`src/hw/rtl/dtoi_pkg.sv`:
```
// Package for the double to integer converter: widths and rounding codes.
// No dependencies.
package dtoi_pkg;
   localparam int RESULT_BITS = 32;
   localparam logic [1:0] RND_NEAREST = 2'd0;
   localparam logic [1:0] RND_CEIL    = 2'd1;
   localparam logic [1:0] RND_FLOOR   = 2'd2;
endpackage

```
`src/hw/rtl/double_to_int_round_convert_top.sv`:
```
// Double to integer converter with selectable rounding.
// The start beat is registered in in_vld_ff and then in out_vld_ff, which drives rsp_valid.
// Throughput: one beat per cycle; busy is always low, set by the single-pass datapath.
// Reset: synchronous active-high reset clears valids and round mode (nearest).
// The receiver cannot stall; results appear for exactly one cycle.
// Depends on dtoi_pkg and dtoi_core.
module double_to_int_round_convert_top import dtoi_pkg::*; (
   input  logic                   clock,
   input  logic                   reset,
   input  logic                   start,
   output logic                   busy,
   input  logic [63:0]            req_value_bits,
   input  logic                   csr_write_en,
   input  logic [1:0]             csr_write_data,
   output logic                   rsp_valid,
   output logic [RESULT_BITS-1:0] rsp_int_result,
   output logic                   rsp_domain_error
);
   logic [1:0]  mode_ff;
   logic        in_vld_ff;
   logic [63:0] in_bits_ff;
   logic        out_vld_ff;
   logic [RESULT_BITS-1:0] res_ff, res_in;
   logic        err_ff, err_in;

   // never stalls: one beat per cycle
   assign busy = 1'b0;

   dtoi_core u_core (
      .value_bits   (in_bits_ff),
      .round_mode   (mode_ff),
      .int_result   (res_in),
      .domain_error (err_in)
   );

   always_ff @(posedge clock) begin
      if (reset) begin
         mode_ff    <= RND_NEAREST;
         in_vld_ff  <= 1'b0;
         out_vld_ff <= 1'b0;
      end else begin
         if (csr_write_en) mode_ff <= csr_write_data;
         in_vld_ff  <= start;
         out_vld_ff <= in_vld_ff;
      end
      // payload registers
      in_bits_ff <= req_value_bits;
      res_ff     <= res_in;
      err_ff     <= err_in;
   end

   assign rsp_valid        = out_vld_ff;
   assign rsp_int_result   = res_ff;
   assign rsp_domain_error = err_ff;
endmodule

```
`src/hw/rtl/dtoi_core.sv`:
```
// Combinational double to integer rounding datapath.
// Depends on dtoi_pkg.
module dtoi_core import dtoi_pkg::*; (
   input  logic [63:0]            value_bits,
   input  logic [1:0]             round_mode,
   output logic [RESULT_BITS-1:0] int_result,
   output logic                   domain_error
);
   logic        neg;
   logic [10:0] expo;
   logic [52:0] mag;
   logic [11:0] sh;      // effective exponent minus 1075, two's complement
   logic [11:0] rs;
   logic [116:0] wide;   // mag placed so integer part is [116:64]
   logic [64:0] ip;
   logic [63:0] frac_part;
   logic        rem_nz, half_up, up, big;
   logic [64:0] ipr, lim;
   logic        err;

   always_comb begin
      neg  = value_bits[63];
      expo = value_bits[62:52];
      mag  = {(expo != 11'd0), value_bits[51:0]};
      sh   = {1'b0, (expo != 11'd0) ? expo : 11'd1} - 12'd1075;
      rs   = 12'd0 - sh;
      big  = !sh[11] && (sh > 12'd11);
      ip   = '0;
      frac_part = '0;
      wide = '0;
      if (!sh[11]) begin
         ip = {12'd0, mag} << sh[3:0];
      end else if (rs > 12'd64) begin
         frac_part = {63'd0, mag != 53'd0}; // tiny, below half
      end else begin
         wide = {mag, 64'd0} >> rs[6:0];
         ip = {12'd0, wide[116:64]};
         frac_part = wide[63:0];
      end
      rem_nz  = frac_part != 64'd0;
      half_up = frac_part[63];
      case (round_mode)
         RND_CEIL:  up = rem_nz && !neg;
         RND_FLOOR: up = rem_nz && neg;
         default:   up = half_up;
      endcase
      ipr = ip + {64'd0, up};
      lim = 65'd1 << (RESULT_BITS - 1);
      err = (expo == 11'h7FF) || big || (neg ? (ipr > lim) : (ipr > lim - 65'd1));
      domain_error = err;
      if (err)
         int_result = '0;
      else if (neg)
         int_result = RESULT_BITS'(65'd0 - ipr);
      else
         int_result = ipr[RESULT_BITS-1:0];
   end
endmodule

```
`config.mk`:
```
export PLATFORM = sky130hd
export DESIGN_NAME = double_to_int_round_convert_top
export DESIGN_NICKNAME = d
export VERILOG_FILES = /design/src/hw/rtl/dtoi_pkg.sv /design/src/hw/rtl/double_to_int_round_convert_top.sv /design/src/hw/rtl/dtoi_core.sv
export SDC_FILE = /design/constraint.sdc
export NUM_CORES = 1
export LEC_CHECK = 0
export CAP_MARGIN = 15
export CORE_MARGIN = 4
export CORE_UTILIZATION = 25
export CTS_CLUSTER_SIZE = 28
export DETAILED_ROUTE_END_ITERATION = 12
export DONT_BUFFER_PORTS = 1
export HOLD_SLACK_MARGIN = 0.06
export PLACE_DENSITY = 0.35
export SLEW_MARGIN = 20
export SYNTH_ARGS = -nofsm -noshare
export SYNTH_HDL_FRONTEND = slang
export SYNTH_HIERARCHICAL = 1
export SYNTH_SLANG_ARGS = --single-unit
```
`constraint.sdc`:
```
create_clock -name clock -period 9.66 [get_ports clock]
set_input_delay 0.966 -clock clock [delete_from_list [all_inputs] [get_ports clock]]
set_output_delay 0.966 -clock clock [all_outputs]
set_load 0.03 [all_outputs]
```
# [Word level (Yosys, flattened, before mapping)]
# Cells that the tools add are included.
[word_totals] ff_bits=101 input_bits=70 output_inout_bits=35 wordCells=37
[classes] add_sub_neg=4 order_cmp=4 n_eq_ne=3 shift=2 muxes=8 n_reduce_logical=10
[ops] op="$mux 64" n=2
[ops] op="$shr 117x7->117" n=1
[ops] op="$add 65x1->65" n=1
[ops] op="$gt 65x31->1 const B" n=1
[ops] op="$gt 65x32->1 const B" n=1
[ops] op="$mux 65" n=1
[ops] op="$shl 53x4->65" n=1
[ops] op="$reduce_bool 64->1" n=1
[ops] op="$mux 53" n=1
[ops] op="$reduce_bool 53->1" n=1
[ops] op="$mux 32" n=1
[ops] op="$sub 1x32->32 const A" n=1
[ops] op="$gt 12x4->1 const B" n=1
[ops] op="$gt 12x7->1 const B" n=1
[ops] op="$sub 1x12->12 const A" n=1
[ops] op="$sub 11x11->12 const B" n=1
[ops] op="$eq 11x11->1 const B" n=1
[ops] op="$mux 11" n=1
[ops] op="$reduce_bool 11->1" n=1
[ops] op="$logic_and 1x1->1" n=3
[ops] op="$eq 2x1->1 const B" n=1
[ops] op="$eq 2x2->1 const B" n=1
[ops] op="$logic_not 1->1" n=2
[ops] op="$logic_or 1x1->1" n=2
[ops] op="2 further kinds" n=2

# [Logic depth before layout (Yosys ltp)]
# Gate-level depths: netlist of the first run.
[depth] word_depth=14 mapped_depth=41 ltp_nobuf=30

# [Hierarchy]
# Netlist of the first run, hierarchy kept.
[modules_own_cells] module="dtoi_core" n_inst=1 cells_each=1988 area_per_inst_um2=12957.4 seq_area_each_um2=0.0
[modules_own_cells] module="double_to_int_round_convert_top" n_inst=1 cells_each=109 area_per_inst_um2=2073.2 seq_area_each_um2=2021.9

# [Worst setup path before layout of the first run]
# Ideal clock, no wire load.
[synth_path] path_type="reg-to-reg" from="register in_bits_ff[54]" to="register res_ff[28], in the netlist rsp_int_result[28]" setup_ps=63 arrival_time_ps=8715 required_ps=9597 path_slack_ps=882 path_stages_with_launch=40 n_path_buf=11 period_less_slack_ps=8778 cell_sequence="dfxtp_1 > buf_2 > buf_2 > clkinv_1 > buf_2 > clkbuf_1 > clkbuf_1 > clkbuf_1 > ha_1 > nand4bb_1 > clkbuf_1 > and3_1 > buf_2 > nor2_1 > clkbuf_1 > nor3_1 > nor3_1 > nor3_1 > (+4 left out) > o21ai_0 > o221ai_1 > o311a_1 > nand3_1 > a32o_1 > ha_1 > ha_1 > o21ai_2 > o31ai_1 > a2111oi_0 > o21ai_1 > or4b_4 > or4b_4 > o41ai_2 > or4b_1 > buf_6 > buf_8 > nor2_4"
[synth_via] elab_chain_cells=14 word_cells_on_any_way=28 cone_classes="4 x add/sub; 4 x order compare; 1 x eq/ne; 2 x shift; 8 x mux; 9 x reduce/logical"
[synth_rtl] item="start: declaration" line_no="double_to_int_round_convert_top.sv:21" text="logic [63:0] in_bits_ff;"
[synth_rtl] item="start signal: assignment" line_no="double_to_int_round_convert_top.sv:47" text="in_bits_ff <= req_value_bits;"
[synth_rtl] item="$reduce_bool 11->1" line_no="dtoi_core.sv:24, dtoi_core.sv:25"
[synth_rtl] item="$mux 11" line_no="dtoi_core.sv:25" text="sh = {1'b0, (expo != 11'd0) ? expo : 11'd1} - 12'd1075;"
[synth_rtl] item="$sub 11x11->12" line_no="dtoi_core.sv:25"
[synth_rtl] item="$sub 1x12->12" line_no="dtoi_core.sv:26" text="rs = 12'd0 - sh;"
[synth_rtl] item="$shr 117x7->117 or $gt 12x7->1 (tied branches)" line_no="dtoi_core.sv:36, dtoi_core.sv:33"
[synth_rtl] item="$mux 64" line_no="dtoi_core.sv:33" text="end else if (rs > 12'd64) begin"
[synth_rtl] item="$mux 64" line_no="dtoi_core.sv:31" text="if (!sh[11]) begin"
[synth_rtl] item="$reduce_bool 64->1" line_no="dtoi_core.sv:40" text="rem_nz = frac_part != 64'd0;"
[synth_rtl] item="$logic_and 1x1->1, on equally long branches" line_no="dtoi_core.sv:44, dtoi_core.sv:43"
[synth_rtl] item="$pmux 1 s2" line_no="dtoi_core.sv:42" text="case (round_mode)"
[synth_rtl] item="$add 65x1->65" line_no="dtoi_core.sv:47" text="ipr = ip + {64'd0, up};"
[synth_rtl] item="$gt 65x31->1 or $gt 65x32->1 (tied branches)" line_no="dtoi_core.sv:49" text="err = (expo == 11'h7FF) || big || (neg ? (ipr > lim) : (ipr > lim - 65'd1));"
[synth_rtl] item="$mux 1" line_no="dtoi_core.sv:49"
[synth_rtl] item="$logic_or 1x1->1 *" line_no="dtoi_core.sv:49"
[synth_rtl] item="via err_in" line_no="double_to_int_round_convert_top.sv:24" text="logic err_ff, err_in;"
[synth_rtl] item="end signal: assignment" line_no="double_to_int_round_convert_top.sv:48" text="res_ff <= res_in;"
[synth_rtl] item="end: declaration" line_no="double_to_int_round_convert_top.sv:23" text="logic [RESULT_BITS-1:0] res_ff, res_in;"
# The timed path passes the listed nets; every way through them passes the cells marked *.
# A chain may end at the register's enable or synchronous reset.

# [Worst setup path in the final report of the first run]
[layout_path] from="register in_bits_ff[55]" to="register res_ff[2], in the netlist rsp_int_result[2]"
# The elaborated chain is that of the path after synthesis.

==> key figures, run 1 <==
Run status
  • Status: completed

Worst setup path
  • CP Capture Type: flip-flop
  • Worst path max stage delay: 1.10 ns
  • WP data arrival: about 9.6 ns
  • Worst R2R Start: in_bits_ff[55]
  • Crit-path max FO: 33
  • FF-to-FF path depth: 29
  • CP Class: reg2reg
  • Reg2Reg Setup Slack: 0.40 ns
  • Worst path required time: 9.99 ns
  • Critical Path Start Type: flip-flop
  • Worst flop-to-flop path endpoint: rsp_int_result[2]
  • Crit-path slowest cell: or4_1

Timing
  • Fin crit period: 9.26 ns
  • RSZ-0062 raised after global routing: no
  • Final worst-path cycle share: 95.8%
  • Slew headroom: between 10% and 20%
  • Final clock skew: 0.0124 ns
  • Fmax: 108 MHz
  • Pins Over Slew Limit: 0
  • Final Hold Violating Endpoints: 0
  • Post-route setup TNS: 0 ns
  • Final setup violation count: 0
  • Worst Tran Pin Value: 1.30 ns

Min path
  • Hold Path Depth: 1
  • Hold Path Origin: in_vld_ff
  • Worst hold endpoint: rsp_valid
  • Hold Crit Class: reg2reg

Synthesis
  • Post-synth net total: 2174
  • Asr flop ratio synth: 0%
  • Post-synthesis sequential area ratio: 13.5%
  • Syn Area/Cell: roughly 7.2 um^2
  • Most used DFF post-synth: dfxtp_1
  • EDFF count, synth: 0
  • Post-Syn Area: 0.0150 mm^2
  • Library cells used by synthesis: 111
  • Mapped Cells: 2097
  • Warnings, synthesis: 6
  • Yosys reg bits: 101

GRT
  • Pin count of the biggest net entering global routing: 132
  • Gr ovfl total: 0
  • Vias in the first global route: 17900
  • Total GRT Usage: 32.0%
  • Global-route wire length before repair: between 100000 and 150000 um
  • Antenna violations before repair: 9

Drt
  • DRT antenna net count: 0
  • Vias/cell: 6.65
  • DR vias: 18900
  • Post-route DRC: 0
  • DRT iter0 DRCs: 2620
  • Routed WL per cell: 37.2 um
  • Initial DRT Pass Iterations: 6
  • Total Routed Length: approximately 110000 um

Die
  • Die X: between 200 and 300 um
  • Row count: 89
  • Core area: 0.0592 mm^2
  • DIE HEIGHT: ~250 um
  • I/O Pins: 105
  • Die area: approximately 0.064 mm^2
  • Initial Util: 25.4%

Flow run
  • Max-Cap Viols: 0

Pwr
  • PwrDens: 126 mW/mm^2
  • Max rail drop VDD: between 0.1 and 0.15 mV
  • Pleak: 5.60 nW

Clocking
  • CTS root buffer: clkbuf_16
  • Worst-case clock buffer depth: 2
  • H-Tree Depth: 3
  • CTS buffer count: 9
  • CTS clk-pin slew, worst paths: 0.08 ns
  • Clock Sinks: 101
  • Clk_lat worst skew: about 0.4 ns
  • CTS tree: yes
  • Post-CTS setup repair buffer count: 0

Finish
  • Post-layout nets: between 2000 and 2500
  • Finished Cell Area: 0.0167 mm^2
  • P&R area growth vs syn: 11.0%
  • Share of cells above drive strength 1: 15.3%
  • FF+latch area: 0.00203 mm^2
  • Multi-input gate area: 0.0119 mm^2
  • Final core utilization: approximately 28%
  • FILL cells: 6555

Place
  • GP Congestion: 1.02
  • Port Buf Inserts: 0
  • Dpl hpwl: 84200 um
  • Post-DP Area: between 0.015 and 0.02 mm^2
-- worst max path at each step --
stage / startpoint / end / slack, ns / cells after the start
2_1_floorplan: in_bits_ff[54] / rsp_int_result[28] / 0.88 / 39
3_3_place_gp: in_bits_ff[55] / rsp_int_result[2] / 0.65 / 28
3_5_place_dp: in_bits_ff[55] / rsp_int_result[1] / 0.62 / 28
4_1_cts: in_bits_ff[55] / rsp_int_result[1] / 0.55 / 28
5_1_grt: in_bits_ff[52] / rsp_int_result[1] / 0.03 / 31
6_report: in_bits_ff[55] / rsp_int_result[2] / 0.40 / 29
-- sequential cells by signal, summed over array words and instances (netlist names) --
register	cells
in_vld_ff	1
rsp_int_result	32
rsp_domain_error	1
in_bits_ff	64
mode_ff	2
rsp_valid	1
-- cell usage after synthesis (all sizes together) (10+ instances only) --
library cell	number	area, um^2
o32ai	17	149
nand2b	42	263
o311ai	14	123
nor4	59	412
nand3b	10	75.1
nand2	182	683
o41ai	13	129
a221oi	15	156
o31ai	26	223
nor2b	18	113
o221ai	38	370
a31o	11	96.3
o21a	13	97.6
mux2i	69	691
a32oi	11	96.3
or2	13	81.3
o21ai	112	576
nand3	92	460
and2	14	87.6
or3	20	125
mux2	14	158
buf	87	534
o211ai	44	335
o22ai	47	294
nor2	185	912
nor3	79	415
a21o	11	82.6
nand4	37	231
a2111oi	16	140
a21oi	102	514
a2bb2oi	21	190
and3	19	119
xnor2	48	428
inv	32	120
a22oi	20	150
o2bb2ai	12	111
a211oi	27	208
dfxtp	101	2020
or4	18	139
xor2	35	307
clkbuf	123	463
nor3b	18	135
mux4	10	225
a31oi	36	225
-- through the flow --
stage,setup slack (ns),cells,hold slack [ns],power [mW]
6_report,0.404,2843,0.443,2.11
5_1_grt,0.0330,2835,0.458,2.19
4_1_cts,0.547,2835,0.448,2.08
3_5_place_dp,0.616,2820,0.429,1.62
3_3_place_gp,0.647,2819,0.418,1.64
2_1_floorplan,0.882,2097,0.414,1.13
-- cells by family after synthesis --
group | after synthesis | share of synthesized area, %
multiplexers | 93 | 7.14
flip-flops | 101 | 13.5
buffers and inverters | 245 | 7.51
AND/OR/NAND/NOR | 840 | 30.5
AO/OA/AOI/OAI | 727 | 36.0
XOR/XNOR | 83 | 4.89
other | 1 | 0.0249
adder cells (fa/ha/maj) | 7 | 0.583
-- critical path: cells and delay by family (launching register included) --
kind            cells  cell delay, ns
fa+ha+maj           1            0.18
buf+inv             3            0.51
mux                 1            0.52
compound gates     12            3.33
simple gates       12            4.05
flops               1            0.52
-- timing repair --
action	4_1_cts	5_1_grt
setup endpoints to repair	0	32
resized for setup	0	1
hold buffers	0	0
-- layout by cell type (no fill, tap or decap), drive strengths merged, types with 14 or more instances in the layout --
cell / instances
nor2b: 18
a31oi: 36
xnor2: 48
nand3: 92
nand4: 37
mux2i: 69
a221oi: 15
a2111oi: 16
a211oi: 27
buf: 160
a2bb2oi: 21
nand2: 182
o311ai: 14
mux2: 14
nand2b: 42
o221ai: 38
inv: 33
nor3b: 18
nor3: 79
nor4: 59
xor2: 35
and3: 19
o22ai: 47
o32ai: 17
and2: 14
nor2: 185
or3: 20
a22oi: 20
o211ai: 44
o21ai: 112
a21oi: 102
o31ai: 26
dfxtp: 101
or4: 18
-- routing by layer --
| metal | vias up | share of wire (%) | GRT usage [%] |
|---|---|---|---|
| met2 | 1135 | 43 | 48.3 |
| met4 | 0 | 4.7 | 13.2 |
| met5 | - | 0 | 0 |
| li1 | 8123 | - | - |
| met3 | 193 | 8.8 | 6.96 |
| met1 | 9443 | 44 | 44.0 |
-- layout make-up --
class | instances | area share, %
multi-input cells | 1751 | 71.6
clock buffers | 11 | 1.58
diodes | 8 | 0.120
flip-flops and latches | 101 | 12.2
inverters | 35 | 0.787
repair buffers | 160 | 7.50
clock inverters | 4 | 0.465
well taps | 773 | 5.80
-- where the power goes --
group | total, mW | switching [mW] | internal, mW
sequential | 0.484 | 0.0524 | 0.431
clock | 0.444 | 0.194 | 0.250
combinational | 1.18 | 0.821 | 0.360
Power figures use the tool's default switching activity.
==> inputs of run 2 (changes only) <==
--- a/config.mk
+++ b/config.mk
@@ -8,6 +8,7 @@
 export CAP_MARGIN = 15
 export CORE_MARGIN = 4
 export CORE_UTILIZATION = 25
+export CTS_BUF_LIST = sky130_fd_sc_hd__clkbuf_8
 export CTS_CLUSTER_SIZE = 28
 export DETAILED_ROUTE_END_ITERATION = 12
 export DONT_BUFFER_PORTS = 1
==> run 2 against run 1 <==
First-iteration DRC count shrank 3.8%; via count grew 0.16%; register-to-register slack better by 0.07 ns; sequential power about the same; combinational power about the same; critical path depth shrank 1; power fell by 4.0%; critical path type unchanged.
==> key figures, run 2 (same netlist as run 1, synthesis figures left out) <==
GRT
  • Global-route wire length before repair: 147000 um
  • Vias in the first global route: between 15000 and 20000
  • Antenna violations before repair: 8
  • Total GRT Usage: 31.9%
  • Gr ovfl total: 0
  • Pin count of the biggest net entering global routing: 132

Finish
  • Largest register by flop count: in_bits_ff
  • Commonest non-fill, non-tap cell in the layout: nand2_1
  • P&R area growth vs syn: 10.3%
  • Post-layout nets: 2135
  • Finished Cell Area: 0.0166 mm^2
  • Share of cells above drive strength 1: 15.3%
  • Max reg flops: 64
  • Most frequent cells in the layout: nand2_1 (182), buf_4 (156), nor2_1 (153)

Timing
  • Slew headroom: 18.1%
  • Fmax: ~110 MHz
  • Post-route setup TNS: 0 ns
  • Final setup violation count: 0
  • Worst Tran Pin Value: 1.23 ns
  • Final Hold Violating Endpoints: 0
  • Final clock skew: 0.0150 ns
  • Fin crit period: 9.18 ns
  • RSZ-0062 raised after global routing: no
  • Pins Over Slew Limit: 0
  • Hold_ws: 0.449 ns
  • Final worst-path cycle share: between 90% and 100%

Worst setup path
  • Worst path max stage delay: around 1.1 ns
  • Worst path required time: 10.05 ns
  • Reg2Reg Setup Slack: 0.48 ns
  • Crit-path max FO: 33
  • CP Class: reg2reg
  • WP data arrival: 9.57 ns
  • CP Capture Type: flip-flop
  • Worst R2R Start: in_bits_ff[58]
  • Critical Path Start Type: flip-flop
  • Crit-path most repeated cell: or4b_4
  • Critical path startpoint: in_bits_ff[58]
  • Crit-path slowest cell: o31ai_4

Drt
  • Routed WL per cell: 37.2 um
  • DRT iter0 DRCs: roughly 2500
  • Total Routed Length: 106000 um
  • Vias/cell: 6.67
  • DRT antenna net count: 0
  • Initial DRT Pass Iterations: 8
  • DR vias: between 15000 and 20000
  • Post-route DRC: 0

Min path
  • Hold Crit Class: reg2reg
  • Hold Path Origin: in_vld_ff

Clocking
  • Post-CTS setup repair buffer count: 0
  • Worst-case clock buffer depth: 2
  • CTS tree: yes
  • CTS buffer count: 9
  • CTS root buffer: clkbuf_8
  • CTS clk-pin slew, worst paths: 0.11 ns
  • Clk_lat worst skew: 0.46 ns
  • Clock Sinks: 101
  • H-Tree Depth: 3

Place
  • Dpl hpwl: 84200 um
  • Post-DP Area: 0.0163 mm^2
  • GP Congestion: about 1
  • Port Buf Inserts: 0

Flow run
  • Max-Cap Viols: 0

Die
  • Core area: roughly 0.059 mm^2
  • I/O Pins: between 100 and 150
  • Row count: 89
  • Die area: roughly 0.064 mm^2
  • Initial Util: 25.4%
  • DIE HEIGHT: around 250 um
  • Die X: roughly 250 um

Pwr
  • PwrDens: 122 mW/mm^2
  • Max rail drop VDD: 0.0703 mV
  • Pleak: 5.56 nW

Run status
  • Status: completed
run 2: cell types whose count changed in the layout (fill, tap and decap cells not counted):
cell / change
diode_2: -4
bufinv_16: +1
clkbuf_8: +9
clkbuf_16: -10
run 2: repair_timing:
item,4_1_cts,5_1_grt
resized for setup,0,1
hold buffers,0,0
endpoints found under the setup margin,0,32
run 2: final timing paths:
kind | to | cells after the start
worst max register to register | rsp_int_result[2] | 28
worst max-delay path | rsp_int_result[2] | 28
worst min register to register | rsp_valid | 1
worst min-delay path | rsp_valid | 1
run 2: layout make-up:
class / count / area (um^2)
Clock buffer: 10 / 138
Timing Repair Buffer: 160 / 1250
Multi-Input combinational cell: 1751 / 11900
Inverter: 35 / 131
Sequential cell: 101 / 2030
Antenna cell: 4 / 10.0
Clock inverter: 5 / 108
Fill cell: 6569 / 42700
Tap cell: 773 / 967
run 2: where the power goes:
group | switching (mW) | internal (mW)
combinational | 0.820 | 0.360
sequential | 0.0525 | 0.431
clock | 0.182 | 0.179
total | 1.05 | 0.970
run 2: stage by stage:
stage               total power, mW  setup WS (ns)  utilization, %  cells
global placement               1.64          0.647            27.5   2819
detailed placement             1.62          0.616            27.5   2820
finish                         2.02          0.477            28.0   2839
floorplan                      1.13          0.882               -   2097
global route                   2.10         0.0257            28.0   2836
CTS                            2.00          0.541            27.9   2835
run 2: routing by layer:
metal  wire [um]  GRT usage, %  up-vias
met4        5360          13.6        2
met1       45800          43.9     9509
li1            -             -     8114
met2       45100          48.1     1087
met5          11             0        -
met3        9360          6.97      213
run 2: critical path, delay by kind of cell, from the launching register on:
| kind | cells | cell delay, ns |
|---|---|---|
| AOI/OAI and AO/OA | 13 | 4.21 |
| and+or+nand+nor | 10 | 3.48 |
| buffers and inverters | 4 | 0.80 |
| DFF | 1 | 0.35 |
| adders and majority gates | 1 | 0.18 |
